`src/rtl/sprite_scanline_sequencer_top_macros.svh`:
```
// Assertion macros for the sprite scanline sequencer.
// Used by the top level; expects clk_i and rst_ni in scope.
`ifndef SPRITE_SCANLINE_SEQUENCER_TOP_MACROS_SVH
`define SPRITE_SCANLINE_SEQUENCER_TOP_MACROS_SVH

// same-cycle implication
`define SSQ_ASSERT_NOW(name, ante, cons, msg) \
  name: assert property (@(posedge clk_i) disable iff (!rst_ni) (ante) |-> (cons)) \
    else $error(msg);

// next-cycle implication
`define SSQ_ASSERT_NEXT(name, ante, cons, msg) \
  name: assert property (@(posedge clk_i) disable iff (!rst_ni) (ante) |=> (cons)) \
    else $error(msg);

`endif

```
`src/rtl/ssq_pkg.sv`:
```
// Types, codes and constants of the sprite scanline sequencer.
// No dependencies.
`default_nettype none
package ssq_pkg;

  localparam int ROW_COUNT = 10;
  localparam int LAST_ACTIVE_LINE = 269;
  localparam int ROW_AW = $clog2(ROW_COUNT);

  localparam logic [4:0] PH_IDLE = 5'd0;
  localparam logic [4:0] PH_ROW_FIRST = 5'd1;
  localparam logic [4:0] PH_ROW_LAST = 5'(ROW_COUNT);
  localparam logic [4:0] PH_GAP_LOAD = 5'(ROW_COUNT + 1);
  localparam logic [4:0] PH_GAP_WAIT = 5'(ROW_COUNT + 2);
  localparam logic [4:0] PH_REP_FIRST = 5'(ROW_COUNT + 3);
  localparam logic [4:0] PH_REP_END = 5'(2 * ROW_COUNT + 3);

  localparam logic [8:0] LINE_LAST = 9'(LAST_ACTIVE_LINE);
  localparam logic [7:0] GAP_NONE = 8'd255;
  localparam logic [8:0] GAP_REPEAT_MAX = 9'd252;

  localparam logic [1:0] ACT_TICK = 2'd0;
  localparam logic [1:0] ACT_ROW_WR = 2'd1;
  localparam logic [1:0] ACT_STATUS = 2'd2;

  localparam logic [2:0] CFG_X_FIRST = 3'd0;
  localparam logic [2:0] CFG_Y_FIRST = 3'd1;
  localparam logic [2:0] CFG_X_REPEAT = 3'd2;
  localparam logic [2:0] CFG_Y_GAP = 3'd3;
  localparam logic [2:0] CFG_SIZE_CODE = 3'd4;
  localparam logic [2:0] CFG_SPRITE_COLOR = 3'd5;

  typedef struct packed {
    logic [1:0] action;
    logic [8:0] line;
    logic [3:0] row_index;
    logic [7:0] row_data;
  } ssq_in_t;

  typedef struct packed {
    logic       draw;
    logic [7:0] row_bits;
    logic [7:0] x_start;
    logic [3:0] pixel_scale;
    logic [2:0] object_color;
    logic       copy_done;
    logic       finished_flag;
  } ssq_out_t;

  typedef struct packed {
    logic [7:0] x_first;
    logic [7:0] y_first;
    logic [7:0] x_repeat;
    logic [7:0] y_gap;
    logic [1:0] size_code;
    logic [2:0] sprite_color;
  } ssq_cfg_t;

endpackage
`default_nettype wire

```
`src/rtl/sprite_scanline_sequencer_top.sv`:
```
// Top level of the sprite scanline sequencer: channel registers and config.
// Depends on ssq_pkg, ssq_seq and sprite_scanline_sequencer_top_macros.svh.
//
//   channel  direction  handshake             payload
//   in       input      in_valid_i/in_stall_o ssq_in_t
//   out      output     out_valid_o/stall_i   ssq_out_t
//   cfg      input      cfg_valid_i/ready_o   cfg_index_i, cfg_data_i
//
// One item per cycle unless the output stalls; items go to in_q, then results to out_q.
// The sequencer step is combinational between the input and result registers.
// Reset clears the phase, counters, sticky flag and config; rows stay unknown.
// A stalled result holds; the input register then holds its item and raises in_stall_o.
// Config writes are always ready.
`default_nettype none
`include "sprite_scanline_sequencer_top_macros.svh"
module sprite_scanline_sequencer_top
  import ssq_pkg::*;
(
  input  wire logic       clk_i,
  input  wire logic       rst_ni,
  input  wire logic       in_valid_i,
  output logic            in_stall_o,
  input  wire ssq_in_t    in_data_i,
  output logic            out_valid_o,
  input  wire logic       out_stall_i,
  output ssq_out_t        out_data_o,
  input  wire logic       cfg_valid_i,
  output logic            cfg_ready_o,
  input  wire logic [2:0] cfg_index_i,
  input  wire logic [7:0] cfg_data_i
);

  ssq_in_t  in_q;
  logic     in_vld_q;
  ssq_out_t out_q;
  logic     out_vld_q;
  ssq_cfg_t cfg_q;
  ssq_out_t result;
  logic     adv;
  logic     in_xfer;

  assign adv = in_vld_q && (!out_vld_q || !out_stall_i);
  assign in_stall_o = in_vld_q && !adv;
  assign in_xfer = in_valid_i && !in_stall_o;
  assign out_valid_o = out_vld_q;
  assign out_data_o = out_q;
  assign cfg_ready_o = 1'b1;

  ssq_seq u_seq (
    .clk_i    (clk_i),
    .rst_ni   (rst_ni),
    .step_i   (adv),
    .item_i   (in_q),
    .cfg_i    (cfg_q),
    .result_o (result)
  );

  always_ff @(posedge clk_i or negedge rst_ni) begin
    if (!rst_ni) begin
      in_vld_q <= 1'b0;
      out_vld_q <= 1'b0;
    end else begin
      if (in_xfer) begin
        in_vld_q <= 1'b1;
      end else if (adv) begin
        in_vld_q <= 1'b0;
      end
      if (adv) begin
        out_vld_q <= 1'b1;
      end else if (!out_stall_i) begin
        out_vld_q <= 1'b0;
      end
    end
  end

  always_ff @(posedge clk_i) begin
    if (in_xfer) begin
      in_q <= in_data_i;
    end
    if (adv) begin
      out_q <= result;
    end
  end

  always_ff @(posedge clk_i or negedge rst_ni) begin
    if (!rst_ni) begin
      cfg_q <= '0;
    end else if (cfg_valid_i && cfg_ready_o) begin
      case (cfg_index_i)
        CFG_X_FIRST:      cfg_q.x_first <= cfg_data_i;
        CFG_Y_FIRST:      cfg_q.y_first <= cfg_data_i;
        CFG_X_REPEAT:     cfg_q.x_repeat <= cfg_data_i;
        CFG_Y_GAP:        cfg_q.y_gap <= cfg_data_i;
        CFG_SIZE_CODE:    cfg_q.size_code <= cfg_data_i[1:0];
        CFG_SPRITE_COLOR: cfg_q.sprite_color <= cfg_data_i[2:0];
        default: begin
        end
      endcase
    end
  end

  `SSQ_ASSERT_NOW(a_fin_sets_flag, out_valid_o && out_data_o.copy_done, out_data_o.finished_flag, "copy done without sticky flag")
  `SSQ_ASSERT_NOW(a_idle_scale, out_valid_o && !out_data_o.draw, out_data_o.pixel_scale == 4'd1 && out_data_o.x_start == 8'd0, "idle result not neutral")
  `SSQ_ASSERT_NEXT(a_in_hold, in_vld_q && !adv, in_vld_q, "input register lost an item")
  `SSQ_ASSERT_NEXT(a_adv_out, adv, out_vld_q, "step did not reach result register")

endmodule
`default_nettype wire

```
`src/rtl/ssq_seq.sv`:
```
// Sequencer state, bitmap row store and per-item step logic.
// Depends on ssq_pkg.
`default_nettype none
module ssq_seq
  import ssq_pkg::*;
(
  input  wire logic     clk_i,
  input  wire logic     rst_ni,
  input  wire logic     step_i,
  input  wire ssq_in_t  item_i,
  input  wire ssq_cfg_t cfg_i,
  output ssq_out_t      result_o
);

  logic [4:0] phase_q, phase_d;
  logic [7:0] vcount_q, vcount_d;
  logic [2:0] rcount_q, rcount_d;
  logic       fsticky_q, fsticky_d;
  logic [7:0] rows_q [ROW_COUNT];
  logic [ROW_AW-1:0] rd_idx;
  logic       row_wr;

  assign row_wr = step_i && (item_i.action == ACT_ROW_WR)
                  && (item_i.row_index < 4'(ROW_COUNT));

  always_comb begin
    logic [3:0] scale;
    logic [3:0] nxt;
    logic [8:0] gap_v;
    logic       go;
    logic       use_x_rep;
    logic       drw;
    logic       fnow;
    scale = 4'd1 << cfg_i.size_code;
    phase_d = phase_q;
    vcount_d = vcount_q;
    rcount_d = rcount_q;
    fsticky_d = fsticky_q;
    rd_idx = '0;
    go = 1'b1;
    use_x_rep = 1'b0;
    drw = 1'b0;
    fnow = 1'b0;
    nxt = '0;
    gap_v = '0;
    result_o = '0;
    result_o.finished_flag = fsticky_q;
    case (item_i.action)
      ACT_TICK: begin
        if (item_i.line == 9'd0) begin
          vcount_d = cfg_i.y_first;
          phase_d = PH_IDLE;
          rcount_d = 3'd0;
          fsticky_d = 1'b0;
        end
        if (item_i.line <= LINE_LAST) begin
          if (phase_d == PH_IDLE && item_i.line == {1'b0, vcount_d} + 9'd2) begin
            phase_d = PH_ROW_FIRST;
          end
          if (phase_d >= PH_ROW_FIRST && phase_d <= PH_ROW_LAST) begin
            drw = 1'b1;
            rd_idx = ROW_AW'(phase_d - PH_ROW_FIRST);
            nxt = {1'b0, rcount_d} + 4'd1;
            if (nxt >= scale) begin
              rcount_d = 3'd0;
              phase_d = phase_d + 5'd1;
              if (phase_d > PH_ROW_LAST) begin
                fsticky_d = 1'b1;
                fnow = 1'b1;
              end
            end else begin
              rcount_d = nxt[2:0];
            end
          end else if (phase_d >= PH_GAP_LOAD && phase_d < PH_REP_END) begin
            if (phase_d == PH_GAP_LOAD) begin
              gap_v = (cfg_i.y_gap == GAP_NONE) ? 9'd0 : {1'b0, cfg_i.y_gap} + 9'd1;
              vcount_d = gap_v[7:0];
              if (gap_v > GAP_REPEAT_MAX) begin
                go = 1'b0;
              end else begin
                rcount_d = 3'd0;
                phase_d = PH_GAP_WAIT;
              end
            end
            if (go && phase_d == PH_GAP_WAIT) begin
              if (vcount_d != 8'd0) begin
                vcount_d = vcount_d - 8'd1;
                go = 1'b0;
              end else begin
                phase_d = PH_REP_FIRST;
              end
            end
            if (go && phase_d >= PH_REP_FIRST && phase_d < PH_REP_END) begin
              drw = 1'b1;
              use_x_rep = 1'b1;
              rd_idx = ROW_AW'(phase_d - PH_REP_FIRST);
              nxt = {1'b0, rcount_d} + 4'd1;
              if (nxt >= scale) begin
                rcount_d = 3'd0;
                phase_d = phase_d + 5'd1;
                if (phase_d >= PH_REP_END) begin
                  fsticky_d = 1'b1;
                  fnow = 1'b1;
                  phase_d = PH_GAP_LOAD;
                end
              end else begin
                rcount_d = nxt[2:0];
              end
            end
          end
        end
        result_o.draw = drw;
        result_o.copy_done = fnow;
        result_o.finished_flag = fsticky_d;
        if (drw) begin
          result_o.row_bits = rows_q[rd_idx];
          result_o.x_start = use_x_rep ? cfg_i.x_repeat : cfg_i.x_first;
          result_o.object_color = cfg_i.sprite_color;
        end
        result_o.pixel_scale = drw ? scale : 4'd1;
      end
      ACT_STATUS: begin
        fsticky_d = 1'b0;
        result_o.pixel_scale = 4'd1;
      end
      default: begin
        result_o.pixel_scale = 4'd1;
      end
    endcase
  end

  always_ff @(posedge clk_i or negedge rst_ni) begin
    if (!rst_ni) begin
      phase_q <= PH_IDLE;
      vcount_q <= '0;
      rcount_q <= '0;
      fsticky_q <= 1'b0;
    end else if (step_i) begin
      phase_q <= phase_d;
      vcount_q <= vcount_d;
      rcount_q <= rcount_d;
      fsticky_q <= fsticky_d;
    end
  end

  always_ff @(posedge clk_i) begin
    if (row_wr) begin
      rows_q[item_i.row_index[ROW_AW-1:0]] <= item_i.row_data;
    end
  end

endmodule
`default_nettype wire

```
`config.mk`:
```
export PLATFORM = sky130hd
export DESIGN_NAME = sprite_scanline_sequencer_top
export DESIGN_NICKNAME = d
export VERILOG_FILES = /design/src/rtl/ssq_pkg.sv /design/src/rtl/sprite_scanline_sequencer_top.sv /design/src/rtl/ssq_seq.sv
export VERILOG_INCLUDE_DIRS = /design/src /design/src/rtl
export SDC_FILE = /design/constraint.sdc
export NUM_CORES = 1
export LEC_CHECK = 0
export ABC_AREA = 1
export BUFFER_PORTS_ARGS = -buffer_cell sky130_fd_sc_hd__buf_2
export CORE_UTILIZATION = 61
export DETAILED_ROUTE_END_ITERATION = 8
export GPL_TIMING_DRIVEN = 0
export HOLD_SLACK_MARGIN = 0.08
export PLACE_DENSITY_LB_ADDON = 0.05
export SLEW_MARGIN = 10
export SYNTH_ARGS = -nofsm -noshare
export SYNTH_HDL_FRONTEND = slang
export SYNTH_SLANG_ARGS = --single-unit
```
`constraint.sdc`:
```
create_clock -name clk_i -period 6 [get_ports clk_i]
set_input_delay 0.9 -clock clk_i [delete_from_list [all_inputs] [get_ports clk_i]]
set_output_delay 0.9 -clock clk_i [all_outputs]
set_load 0.02 [all_outputs]
```
**Word-level counts from Yosys, hierarchy flattened**

Memory sizes are Yosys's and may differ from the RTL's. A register that Yosys moved wholly into a read port is not among the register bits.
Index checks and enable logic that the tools add are counted.

- RAM bits: 80
- Memories kept: 1
- Word-level logic and storage cells: 193
- Register bits after elaboration: 97
- Bits of input ports: 39
- Output and inout bits: 29

Memories:

| name | words | bits a word | rd ports | clocked after Yosys merged registers in | wr ports | RTL line | RTL |
|---|---|---|---|---|---|---|---|
| u_seq.rows_q | 10 | 8 | 1 | 1 | 1 | ssq_seq.sv:19 | `logic [7:0] rows_q [ROW_COUNT];` |

- $lt $le $gt $ge: 13
- Shift operators: 1
- Equal/unequal tests: 12
- $add $sub $neg: 9
- Muxes and demuxes: 101
- Reductions and logical operators: 34

Operator list:

| operator | count |
|---|---|
| 2-to-1 mux 5 bit | 24 |
| 2-to-1 mux 8 bit | 13 |
| 2-to-1 mux 1 bit | 43 |
| 2-to-1 mux 3 bit | 14 |
| 2-to-1 mux 4 bit | 5 |
| AND reduction 2 bit | 10 |
| logical AND 1 bit | 11 |
| adder 5 x 1 -> 5 bit (second input constant) | 2 |
| equality test 5 x 4 -> 1 bit (second input constant) | 2 |
| greater-or-equal comparator 5 x 4 -> 1 bit (second input constant) | 2 |
| < comparator 5 bit (second input constant) | 2 |
| adder 8 x 1 -> 9 bit (second input constant) | 1 |
| adder 8 x 2 -> 9 bit (second input constant) | 1 |
| equality test 9 bit | 1 |
| greater-than comparator 9 x 8 -> 1 bit (second input constant) | 1 |
| <= comparator 9 bit (second input constant) | 1 |
| zero test 9 bit | 1 |
| 2-to-1 mux 9 bit | 1 |
| adder 3 x 1 -> 4 bit (second input constant) | 2 |
| equality test 8 bit (second input constant) | 1 |
| greater-or-equal comparator 4 bit | 2 |
| nonzero test 8 bit | 1 |
| subtractor 8 x 1 -> 8 bit (second input constant) | 1 |
| equality test 3 x 2 -> 1 bit (second input constant) | 2 |
| 20 further kinds | 26 |

**Depth between registers and ports, before layout**

Gate-level depths: netlist of the first run.

- Word-level depth: 32
- Mapped depth: 41

**By module**

From an unflattened synthesis of the first run, not the netlist that was laid out.

- Cells, all modules: 1,080
- Area, all modules: 9,723.1 µm²

Modules (own cells, without submodules):

| module | area each (µm²) | times used | cells an instance |
|---|---|---|---|
| ssq_seq | 6,633.9 | 1 | 844 |
| sprite_scanline_sequencer_top | 3,089.2 | 1 | 236 |

**Worst setup path after synthesis of the first run**

Ideal clock, no wire load.

- Kind: register to register
- Start point: register in_q[14] (netlist name)
- End point: register out_q (netlist bit out_data_o[0]), data pin
- Setup slack: 0.813 ns
- Data arrival time: 5.035 ns
- Period minus slack after synthesis: 5.187 ns
- Setup time: 0.152 ns
- Stages on the path, launching flop included: 41
- Data required time: 5.848 ns
- Path through: edfxtp_1 -> nor2_2 -> nand2_2 -> nor2_4 -> nand2_2 -> buf_6 -> nand2_1 -> nand2_1 -> ha_1 -> xnor2_1 -> nand2_1 -> nor2_1 -> nand3_1 -> nor2_1 -> nand2_1 -> nor2_1 -> nand2_1 -> nand2_4 -> [... 5 more ...] -> o21ai_0 -> ha_1 -> inv_1 -> nor2_2 -> nand3_2 -> o31ai_4 -> ha_1 -> nand2_1 -> nor2_1 -> xor2_1 -> nand3_1 -> o211ai_1 -> nand4_1 -> nand2_1 -> nand2_1 -> o21ai_0 -> nand2_1 -> o21ai_0

RTL lines:

| element | RTL line | RTL |
|---|---|---|
| from (decl) | sprite_scanline_sequencer_top.sv:33 | `ssq_in_t in_q;` |
| from (signal assigned) | sprite_scanline_sequencer_top.sv:78 | `in_q <= in_data_i;` |
| to (signal assigned) | sprite_scanline_sequencer_top.sv:81 | `out_q <= result;` |
| to (decl) | sprite_scanline_sequencer_top.sv:35 | `ssq_out_t out_q;` |

==> metrics.yaml, run 1 <==
sta:
  timing.hold.ws_ns: 0.490
  slew_viol_final: 0
  max_slew_margin: 0.416
  fmaxAchievable_mhz: 175
  post-route-period-util: 0.951
  tightest_slew_ns: 0.868
  finalSetupTns_ns: 0
  hold_viol: 0
  period_minus_slack_ns: 5.70
  setup_violations: 0
  skew_ns: 0.00945
power:
  leakage_nw: 4.87
  cellPowerDensity_nw_per_um2: 456
  ir_drop_mv: 0.323
critical_path:
  worst_r2r_path_depth: 40
  cp_top_family: "simple AND/OR/NAND/NOR gates"
  crit_path_max_incr_delay_ns: 0.43
  crit-reg2reg-launch: "in_q[13]$_DFFE_PP_"
  end_kind: "flip-flop"
  startpoint_type: "flip-flop"
  cp.arrival_ns: 5.98
  crit_top_cell: "nand2_1"
  crit_slowest_cell: "edfxtp_1"
  path_max_fanout: 10
  worst_r2r_endpoint: "out_data_o[0]$_DFFE_PP_"
  cp.buffers_inverters: 3
  r2r_setup_slack_ns: 0.30
  critPathRequiredTime_ns: 6.27
  crit_type: "flip-flop to flip-flop"
synthesis:
  synth.distinct_cells: 47
  synth_nets: 1112
  syn_area_per_cell_um2: 9.07
  syn_area_um2: 9560
  yosysWarnings: 0
  synth_top_area_frac: 0.405
  yosysMostFrequentCell: "nand2_1"
  synth.largest_area_cell: "edfxtp_1"
  seq_area_frac_synth: 0.552
  syn_inst: 1053
  synth_flop_cell: "edfxtp_1"
  yosys-top-cells-count: "nand2_1, nand3_1, edfxtp_1"
  ys_seq_elements: 185
  synth_area_leaders: "edfxtp_1, dfrtp_1, nand2_1, nand3_1, inv_1"
  synth-async-reset-ratio: 0.303
  synth_edf_count: 129
floorplan:
  core_area_um2: 15300
  dieHeight_um: 127
  num_io_pins: 68
  initial_core_util: 0.626
  rows: 45
  dieArea_um2: 16200
  fp.dieW_um: 127
route:
  first_pass_iters: 6
  drtAntennaViolNets: 0
  dr_total_vias: 7817
  wl_per_cell_um: 15.9
  wl_um: 22100
  drc: 0
  avgViaCountPerCell: 5.64
  drt_iter0_markers: 694
cts:
  root_buffer: "clkbuf_16"
  clkTransAtPathRegs_ns: 0.07
  cts_sinks: 185
  holdBufCountCts: 0
  cts_max_path_buffers: 2
  cts_tree: "done"
  htreeDepth: 4
  clkLatencyLatePin_ns: 0.44
  cts_buffers: 17
placed_design:
  gp_congestion: 0.909
  place_hpwl_um: 15100
  io_buffer_count: 66
grt:
  overflow: 0
  grt_max_degree: 57
  grt_pass1_wl_um: 35000
  grt_pass1_vias: 6922
  track_usage: 0.284
  antenna_found_initial: 0
hold_path:
  hp-start: "cfg_q[32]$_DFFE_PN0P_"
  min_path_cells: 2
  hold_path.class: "flip-flop to flip-flop"
  hold_end: "cfg_q[32]$_DFFE_PN0P_"
job:
  cap_viol_max_count: 0
finish:
  layout-drive-gt1-share: 0.185
  nNetsFinal: 1222
  antenna_cells: 0
  fill_cells: 1127
  area_growth_pct: 16.5
outcome:
  outcome: "completed"
[worst max-delay path by stage]
| stage | from | end | cells after the start |
|---|---|---|---|
| final | in_q[13]$_DFFE_PP_ | out_data_o[0]$_DFFE_PP_ | 40 |
| after global routing | in_q[13]$_DFFE_PP_ | out_data_o[0]$_DFFE_PP_ | 40 |
| after CTS | in_q[14]$_DFFE_PP_ | out_data_o[0]$_DFFE_PP_ | 39 |
| after detailed placement | in_q[18]$_DFFE_PP_ | out_data_o[0]$_DFFE_PP_ | 40 |
| after global placement | in_q[18]$_DFFE_PP_ | out_data_o[0]$_DFFE_PP_ | 40 |
| after floorplan | in_q[14]$_DFFE_PP_ | out_data_o[0]$_DFFE_PP_ | 40 |
[worst reg2reg max path, delay by kind of cell, from the launching register on]
kind	cells	cell delay (ns)
AND/OR/NAND/NOR	25	2.67
adder cells (fa/ha/maj)	4	0.81
flip-flops	1	0.43
buffers and inverters	3	0.37
XOR/XNOR	2	0.38
AO/OA/AOI/OAI	6	0.86
[flip-flops by register name, summed over array words and instances, names as in the netlist]
signal and count:
in_vld_q 1, out_data_o 26, in_q 23, u_seq.vcount_q 8, u_seq.rcount_q 3, u_seq.phase_q 5
u_seq.fsticky_q 1, cfg_q 37, u_seq.rows_q 80, out_valid_o 1
[report_power, final]
group	leakage, nW	internal, W	switching, W
registers	1.88	0.00152	0.000103
clock network	0.325	0.000725	0.000539
logic	2.67	0.000755	0.00143
total	4.87	0.00300	0.00208
[timing repair]
action                                 4_1_cts  5_1_grt
setup buffers                                9       13
setup endpoints to repair                   15       25
endpoints found under the hold margin        0        0
pin swaps                                    1       14
resized for setup                            2       17
[area by class of cell]
cell class | instances | area [µm²] | area share
buffer | 27 | 160 | 0.0144
clock buffer | 17 | 425 | 0.0382
timing repair buffer | 91 | 518 | 0.0465
clock inverter | 15 | 248 | 0.0223
sequential | 185 | 5280 | 0.474
tap | 211 | 264 | 0.0237
inverter | 118 | 450 | 0.0405
multi-input combinational | 723 | 3790 | 0.340
[cell usage in the layout, fill, tap and decap left out, drive strengths merged, types with 2 or more instances in the layout]
cell type / synthesis / routed
nor3: 6 / 6
nand3: 145 / 145
xor2: 5 / 5
a21o: 2 / 2
inv: 116 / 124
nand4: 7 / 7
o211ai: 8 / 8
ha: 20 / 20
o21ai: 75 / 75
nor4: 7 / 7
buf: 14 / 104
a221oi: 2 / 2
bufinv: 0 / 4
dfrtp: 56 / 56
nand2: 296 / 296
or2: 3 / 3
clkbuf: 13 / 31
nor2: 84 / 84
clkinv: 2 / 4
a22oi: 4 / 4
a21oi: 36 / 36
edfxtp: 129 / 129
a31oi: 7 / 7
xnor2: 6 / 6
nand3b: 5 / 5
[kinds of logic after synthesis]
group / synth area share
and+or+nand+nor: 0.264
DFF: 0.552
buffers and inverters: 0.0636
AOI/OAI and AO/OA: 0.0838
adders and majority gates: 0.0262
xor gates and xnor gates: 0.0101
other: 0.000392
[per-stage QoR]
step            util  total power, W  cell area (µm²)  setup slack [ns]  cells
6_report       0.729         0.00508            11100             0.295   1387
5_1_grt        0.729         0.00540            11100            -0.152   1387
4_1_cts        0.718         0.00494            11000            0.0382   1374
3_5_place_dp   0.669         0.00360            10200            -0.115   1333
3_3_place_gp   0.665         0.00356            10100           -0.0189   1330
2_1_floorplan      -         0.00312             9560             0.813   1053
[routing by layer]
layer  part of all wire  vias up  global-route usage
met5                  0        -                   0
met3              0.094       33              0.0624
met1               0.45     3612               0.418
met4              0.017        0              0.0826
li1                   -     3783                   -
met2               0.44      389               0.426
No activity file was read; power rests on OpenSTA's default activity.
==> run 2: changes to the inputs <==
Settings changed: PLACE_DENSITY_LB_ADDON 0.05 to 0.08.
==> run 2 against run 1 <==
Power decreased by 4.6%. First-iteration DRC count rose by 21%. Utilization decreased by 0.89 points. Non-clock buffer count decreased by 3. Critical path depth down 2. Global-route usage rose by 0.26 points. Die area is the same.
==> metrics.yaml, run 2 (synthesis gave the netlist of run 1 again) <==
outcome:
  outcome: "completed"  # unchanged
sta:
  tightest_slew_ns: 0.906  # was 0.868 ns
  period_minus_slack_ns: 5.71  # was 5.70 ns
  max_slew_margin: 0.391  # was 0.416
  setup_violations: 0  # unchanged
  hold_viol: 0  # unchanged
  slew_viol_final: 0  # unchanged
  fin_ws_ns: 0.287  # was 0.295 ns
  post-route-period-util: 0.952  # was 0.951
  fmaxAchievable_mhz: 175  # about the same
  skew_ns: 0.00773  # was 0.00945 ns
cts:
  cts_tree: "done"  # unchanged
  cts_buffers: 17  # unchanged
  htreeDepth: 4  # unchanged
  cts_sinks: 185  # unchanged
  clkTransAtPathRegs_ns: 0.07  # about the same
  root_buffer: "clkbuf_16"  # unchanged
  cts_max_path_buffers: 2  # unchanged
  clkLatencyLatePin_ns: 0.44  # about the same
  holdBufCountCts: 0  # unchanged
finish:
  nNetsFinal: 1219  # was 1222
  fin_util: 0.721  # was 0.729
  fill_cells: 1158  # was 1127
  largest_reg_flops: 80  # unchanged
  mostFrequentLayoutCells: "nand2_1, nand3_1, edfxtp_1, inv_1, nor2_1"  # unchanged
  area_growth_pct: 15.1  # was 16.5%
  antenna_cells: 0  # unchanged
  layout-drive-gt1-share: 0.179  # was 0.185
  final_common_cell: "nand2_1"  # unchanged
critical_path:
  startpoint_type: "flip-flop"  # unchanged
  critPathRequiredTime_ns: 6.20  # was 6.27 ns
  crit_path_max_incr_delay_ns: 0.44  # was 0.43 ns
  crit_slowest_cell: "edfxtp_1"  # unchanged
  cp.arrival_ns: 5.91  # was 5.98 ns
  crit_type: "flip-flop to flip-flop"  # unchanged
  end_kind: "flip-flop"  # unchanged
  path_max_fanout: 10  # unchanged
floorplan:
  dieHeight_um: 127  # unchanged
  core_area_um2: 15300  # unchanged
  initial_core_util: 0.626  # unchanged
  fp.dieW_um: 127  # unchanged
  rows: 45  # unchanged
  num_io_pins: 68  # unchanged
  dieArea_um2: 16200  # unchanged
power:
  leakage_nw: 4.81  # was 4.87 nW
  cellPowerDensity_nw_per_um2: 441  # was 456 nW/µm²
  p_clk_frac: 0.221  # was 0.249
  switching_power_w: 0.00200  # was 0.00208 W
  p_int_w: 0.00285  # was 0.00300 W
  p_comb_frac: 0.443  # was 0.431
  sw_frac_of_total: 0.413  # was 0.409
  ir_drop_mv: 0.256  # was 0.323 mV
  power_frac_seq: 0.336  # was 0.320
route:
  drc: 0  # unchanged
  first_pass_iters: 5  # was 6
  wl_um: 22100  # about the same
  drtAntennaViolNets: 0  # unchanged
  dr_total_vias: 7784  # was 7817
  drt_iter0_markers: 837  # was 694
  avgViaCountPerCell: 5.62  # was 5.64
  wl_per_cell_um: 16.0  # was 15.9 µm
grt:
  grt_pass1_wl_um: 35100  # was 35000 µm
  overflow: 0  # unchanged
  antenna_found_initial: 0  # unchanged
  grt_max_degree: 57  # unchanged
  track_usage: 0.287  # was 0.284
  grt_pass1_vias: 7067  # was 6922
placed_design:
  gp_congestion: 0.916  # was 0.909
  place_hpwl_um: 15500  # was 15100 µm
  io_buffer_count: 66  # unchanged
  place_ws_ns: -0.107  # was -0.115 ns
hold_path:
  hold_path.class: "flip-flop to flip-flop"  # unchanged
job:
  cap_viol_max_count: 0  # unchanged
run 2: cell types whose count changed in the layout (fill, tap and decap cells not counted), sizes merged:
cell      delta
buf          -3
bufinv       -3
clkbuf       +3
clkinv       +1
clkinvlp     +1
inv          -2
run 2: layout make-up:
| type | count | area [µm²] | share of cell area |
|---|---|---|---|
| Sequential cell | 185 | 5280 | 0.480 |
| Multi-Input combinational cell | 723 | 3790 | 0.345 |
| Timing Repair Buffer | 88 | 495 | 0.0451 |
| Inverter | 118 | 450 | 0.0410 |
| Clock buffer | 20 | 437 | 0.0397 |
| Tap cell | 211 | 264 | 0.0240 |
| Buffer | 27 | 168 | 0.0152 |
| Clock inverter | 12 | 113 | 0.0102 |
run 2: worst paths after layout:
kind / startpoint / to / slack [ns] / cells after the start
worst max-delay path: in_q[13]$_DFFE_PP_ / out_data_o[22]$_SDFFCE_PN0P_ / 0.29 / 38
worst min-delay path: cfg_q[34]$_DFFE_PN0P_ / cfg_q[34]$_DFFE_PN0P_ / 0.49 / 2
worst max register to register: in_q[13]$_DFFE_PP_ / out_data_o[22]$_SDFFCE_PN0P_ / 0.29 / 38
worst min register to register: cfg_q[34]$_DFFE_PN0P_ / cfg_q[34]$_DFFE_PN0P_ / 0.49 / 2
max in group asynchronous: rst_ni / cfg_q[20]$_DFFE_PN0P_ / 5.00 / 1
min in group asynchronous: rst_ni / u_seq.vcount_q[4]$_DFFE_PN0P_ / 0.52 / 1
run 2: layer usage:
metal	global-route usage	routed length, µm	vias to the layer above
met5	0	0	-
met4	0.111	549	0
met3	0.0473	1620	50
met2	0.427	9650	340
met1	0.423	10300	3633
li1	-	-	3761
run 2: critical path: cells and delay by family (launching register included):
| family | cells | cell delay (ns) |
|---|---|---|
| xor gates and xnor gates | 1 | 0.15 |
| adders and majority gates | 4 | 0.87 |
| buffers and inverters | 7 | 0.83 |
| and+or+nand+nor | 23 | 2.72 |
| AOI/OAI and AO/OA | 3 | 0.46 |
| DFF | 1 | 0.44 |
run 2: timing repair:
| action | 4_1_cts | 5_1_grt |
|---|---|---|
| cloned | 0 | 0 |
| setup endpoints to repair | 13 | 17 |
| pin swaps | 5 | 12 |
| resized for setup | 4 | 19 |
| setup buffers | 9 | 10 |
run 2: through the flow:
stage	setup TNS, ns	area (µm²)	instances	power, W	hold slack, ns
3_5_place_dp	-0.507	10200	1333	0.00360	0.474
4_1_cts	0	10800	1374	0.00470	0.490
5_1_grt	-0.674	11000	1384	0.00516	0.514
6_report	0	11000	1384	0.00484	0.488
3_3_place_gp	-0.138	10100	1330	0.00356	0.454
2_1_floorplan	0	9560	1053	0.00312	0.434
run 2: power by group through the flow:
stage | Clock, W | Sequential (W) | Combinational (W)
after floorplan | 0 | 0.00165 | 0.00147
after global placement | 0 | 0.00165 | 0.00192
after detailed placement | 0 | 0.00165 | 0.00195
after CTS | 0.00107 | 0.00162 | 0.00201
after global routing | 0.00112 | 0.00165 | 0.00239
final | 0.00107 | 0.00163 | 0.00215
==> run 3: changes to the inputs <==
Settings changed: ABC_AREA 1 to unset.
==> run 3 against run 2 <==
The flow now finishes with violations (capacitance limit, setup timing). Non-clock buffer count grew 60. Via count increased by 0.17%. Count of clock-buffer cells in the layout decreased by 3. First-iteration DRC count is 11% lower. Global-route usage increased by 6.6 points. Synthesized area up 0.35%. Sequential power is essentially flat. Design area grew 13%. Combinational power up 14%. Clock power increased by 9%. Largest power group unchanged. Die area up 0.35%. Register-to-register slack lost 2.0 ns.
==> metrics.yaml, run 3 <==
sta:
  setup_violations: 39  # was 0
  max_slew_margin: 0.0154  # was 0.391
  hold_viol: 0  # unchanged
  period_minus_slack_ns: 7.76  # was 5.71 ns
  tightest_slew_ns: 1.47  # was 0.906 ns
  slew_viol_final: 0  # unchanged
  fmaxAchievable_mhz: 129  # was 175 MHz
  skew_ns: 0.0166  # was 0.00773 ns
  rsz0062_at_grt: "yes"
  post-route-period-util: 1.29  # was 0.952
  finalSetupTns_ns: -52.17  # was 0 ns
  fin_ws_ns: -1.76  # was 0.287 ns
synthesis:
  synth.distinct_cells: 83  # was 47
  synth_top_area_frac: 0.404  # was 0.405
  syn_inst: 798  # was 1053
  synth.largest_area_cell: "edfxtp_1"  # unchanged
  seq_area_frac_synth: 0.550  # was 0.552
  yosys-top-cells-count: "edfxtp_1, nor2_1, nand2_1"  # was nand2_1, nand3_1, edfxtp_1
  synth_flop_cell: "edfxtp_1"  # unchanged
  synth_nets: 858  # was 1112
  syn_area_per_cell_um2: 12.0  # was 9.07 µm²
  synth-async-reset-ratio: 0.303  # unchanged
  yosysMostFrequentCell: "edfxtp_1"  # was nand2_1
  ys_seq_elements: 185  # unchanged
  synth_edf_count: 129  # unchanged
  synth_area_leaders: "edfxtp_1, dfrtp_1, mux2_2, mux2i_1, ha_1"  # was edfxtp_1, dfrtp_1, nand2_1, nand3_1, inv_1
  yosysWarnings: 0  # unchanged
  syn_area_um2: 9590  # was 9560 µm²
placed_design:
  place_hpwl_um: 17500  # was 15500 µm
  dp_cells: 1075  # was 1333
  place_ws_ns: -2.98  # was -0.107 ns
  io_buffer_count: 65  # was 66
  gp_congestion: 0.936  # was 0.916
route:
  avgViaCountPerCell: 6.60  # was 5.62
  drc: 0  # unchanged
  drt_iter0_markers: 748  # was 837
  first_pass_iters: 5  # unchanged
  drtAntennaViolNets: 0  # unchanged
  wl_um: 28100  # was 22100 µm
  dr_total_vias: 7797  # was 7784
  wl_per_cell_um: 23.8  # was 16.0 µm
floorplan:
  dieHeight_um: 127  # about the same
  rows: 45  # unchanged
  fp.dieW_um: 127  # about the same
  core_area_um2: 15300  # unchanged
  dieArea_um2: 16200  # about the same
  num_io_pins: 68  # unchanged
  initial_core_util: 0.628  # was 0.626
hold_path:
  hold_path.class: "flip-flop to flip-flop"  # unchanged
cts:
  holdBufCountCts: 0  # unchanged
  clkLatencyLatePin_ns: 0.44  # about the same
  cts_buffers: 17  # unchanged
  clkTransAtPathRegs_ns: 0.08  # was 0.07 ns
  htreeDepth: 4  # unchanged
  cts_max_path_buffers: 2  # unchanged
  cts_sinks: 185  # unchanged
  cts_tree: "done"  # unchanged
  root_buffer: "clkbuf_16"  # unchanged
finish:
  stdcell_count: 1182  # was 1384
  nNetsFinal: 1018  # was 1219
  antenna_cells: 0  # unchanged
  fill_cells: 815  # was 1158
  area_growth_pct: 30.0  # was 15.1%
  final_common_cell: "edfxtp_1"  # was nand2_1
  layout-drive-gt1-share: 0.393  # was 0.179
  mostFrequentLayoutCells: "edfxtp_1, buf_2, buf_4, dfrtp_1, nand2_1"  # was nand2_1, nand3_1, edfxtp_1, inv_1, nor2_1
  largest_reg_flops: 80  # unchanged
critical_path:
  end_kind: "flip-flop"  # unchanged
  cp_top_family: "compound AO/OA/AOI/OAI gates"  # was simple AND/OR/NAND/NOR gates
  cp.buffers_inverters: 9  # was 7
  crit_top_cell: "ha_4"
  path_max_fanout: 6  # was 10
  crit_path_max_incr_delay_ns: 0.54  # was 0.44 ns
  startpoint_type: "flip-flop"  # unchanged
  critPathRequiredTime_ns: 6.19  # was 6.20 ns
  crit_type: "flip-flop to flip-flop"  # unchanged
  crit_slowest_cell: "mux4_2"  # was edfxtp_1
  cp.arrival_ns: 7.95  # was 5.91 ns
grt:
  grt_pass1_wl_um: 42500  # was 35100 µm
  track_usage: 0.353  # was 0.287
  antenna_found_initial: 0  # unchanged
  overflow: 0  # unchanged
  grt_max_degree: 57  # unchanged
  grt_pass1_vias: 7678  # was 7067
power:
  totalPowerFinal_w: 0.00527  # was 0.00484 W
  leakage_nw: 4.83  # was 4.81 nW
  cellPowerDensity_nw_per_um2: 423  # was 441 nW/µm²
  ir_drop_mv: 0.318  # was 0.256 mV
outcome:
  outcome: "finished, violations left"  # was completed
  violations: "capacitance limit, setup timing"
job:
  cap_viol_max_count: 1  # was 0
-- run 3: changes by cell type after synthesis, sizes merged, moves of 29 or more --
cell,delta
nand3,-126
inv,-97
mux2i,+30
mux2,+52
nand2,-237
o21ai,-29
-- run 3: layer usage --
metal / track usage / vias up / routed length, µm
met4: 0.176 / 0 / 1110
met5: 0 / - / 0
met3: 0.0637 / 108 / 2140
met2: 0.569 / 458 / 13600
met1: 0.463 / 3880 / 11300
li1: - / 3351 / -
-- run 3: worst register-to-register path: cells and delay by family (launching register included) --
| family | cells | cell delay [ns] |
|---|---|---|
| compound gates | 11 | 2.53 |
| fa+ha+maj | 4 | 0.63 |
| flops | 1 | 0.44 |
| mux | 2 | 0.78 |
| buf+inv | 9 | 1.28 |
| simple gates | 11 | 1.89 |
-- run 3: timing repair --
item / 4_1_cts / 5_1_grt
hold endpoints to repair: 0 / 0
endpoints found under the setup margin: 43 / 43
pin swaps: 42 / 43
gates resized for setup: 108 / 77
gates cloned: 0 / 1
setup buffers: 83 / 27
-- run 3: worst paths after layout --
| kind | start | end | slack (ns) | depth (start not counted) |
|---|---|---|---|---|
| worst max-delay path | in_q[15]$_DFFE_PP_ | out_data_o[19]$_SDFFCE_PN0P_ | -1.76 | 37 |
| worst min-delay path | cfg_q[17]$_DFFE_PN0P_ | cfg_q[17]$_DFFE_PN0P_ | 0.51 | 1 |
| worst max register to register | in_q[15]$_DFFE_PP_ | out_data_o[19]$_SDFFCE_PN0P_ | -1.76 | 37 |
| worst min register to register | cfg_q[17]$_DFFE_PN0P_ | cfg_q[17]$_DFFE_PN0P_ | 0.51 | 1 |
| max in group asynchronous | rst_ni | u_seq.vcount_q[3]$_DFFE_PN0P_ | 4.94 | 1 |
| min in group asynchronous | rst_ni | cfg_q[22]$_DFFE_PN0P_ | 0.54 | 1 |
-- run 3: cell type report --
type | count | area, µm² | area share
clock buffers | 17 | 425 | 0.0341
repair buffers | 144 | 1040 | 0.0833
flip-flops and latches | 185 | 5280 | 0.423
clock inverters | 15 | 206 | 0.0166
well taps | 211 | 264 | 0.0212
plain buffers | 31 | 310 | 0.0249
multi-input cells | 560 | 4880 | 0.391
inverters | 19 | 73.8 | 0.00592
-- run 3: kinds of logic (layout without fill, tap and decap cells) --
logic type	count (synthesis)	in the layout	synth area share
compound gates	168	168	0.123
fa+ha+maj	21	21	0.0274
other cells	1	1	0.000391
mux	90	90	0.112
simple gates	255	255	0.141
flops	185	185	0.550
buf+inv	53	226	0.0236
xor+xnor	25	25	0.0228
-- run 3: power breakdown --
part	internal, W	switching [W]
combinational	0.00109	0.00136
clock	0.000581	0.000591
sequential	0.00150	0.000145
-- run 3: through the flow --
stage	hold slack [ns]	util	instance area, µm²
CTS	0.511	0.795	12100
detailed placement	0.484	0.686	10500
floorplan	0.450	-	9850
global route	0.520	0.817	12500
global placement	0.466	0.684	10400
finish	0.511	0.817	12500
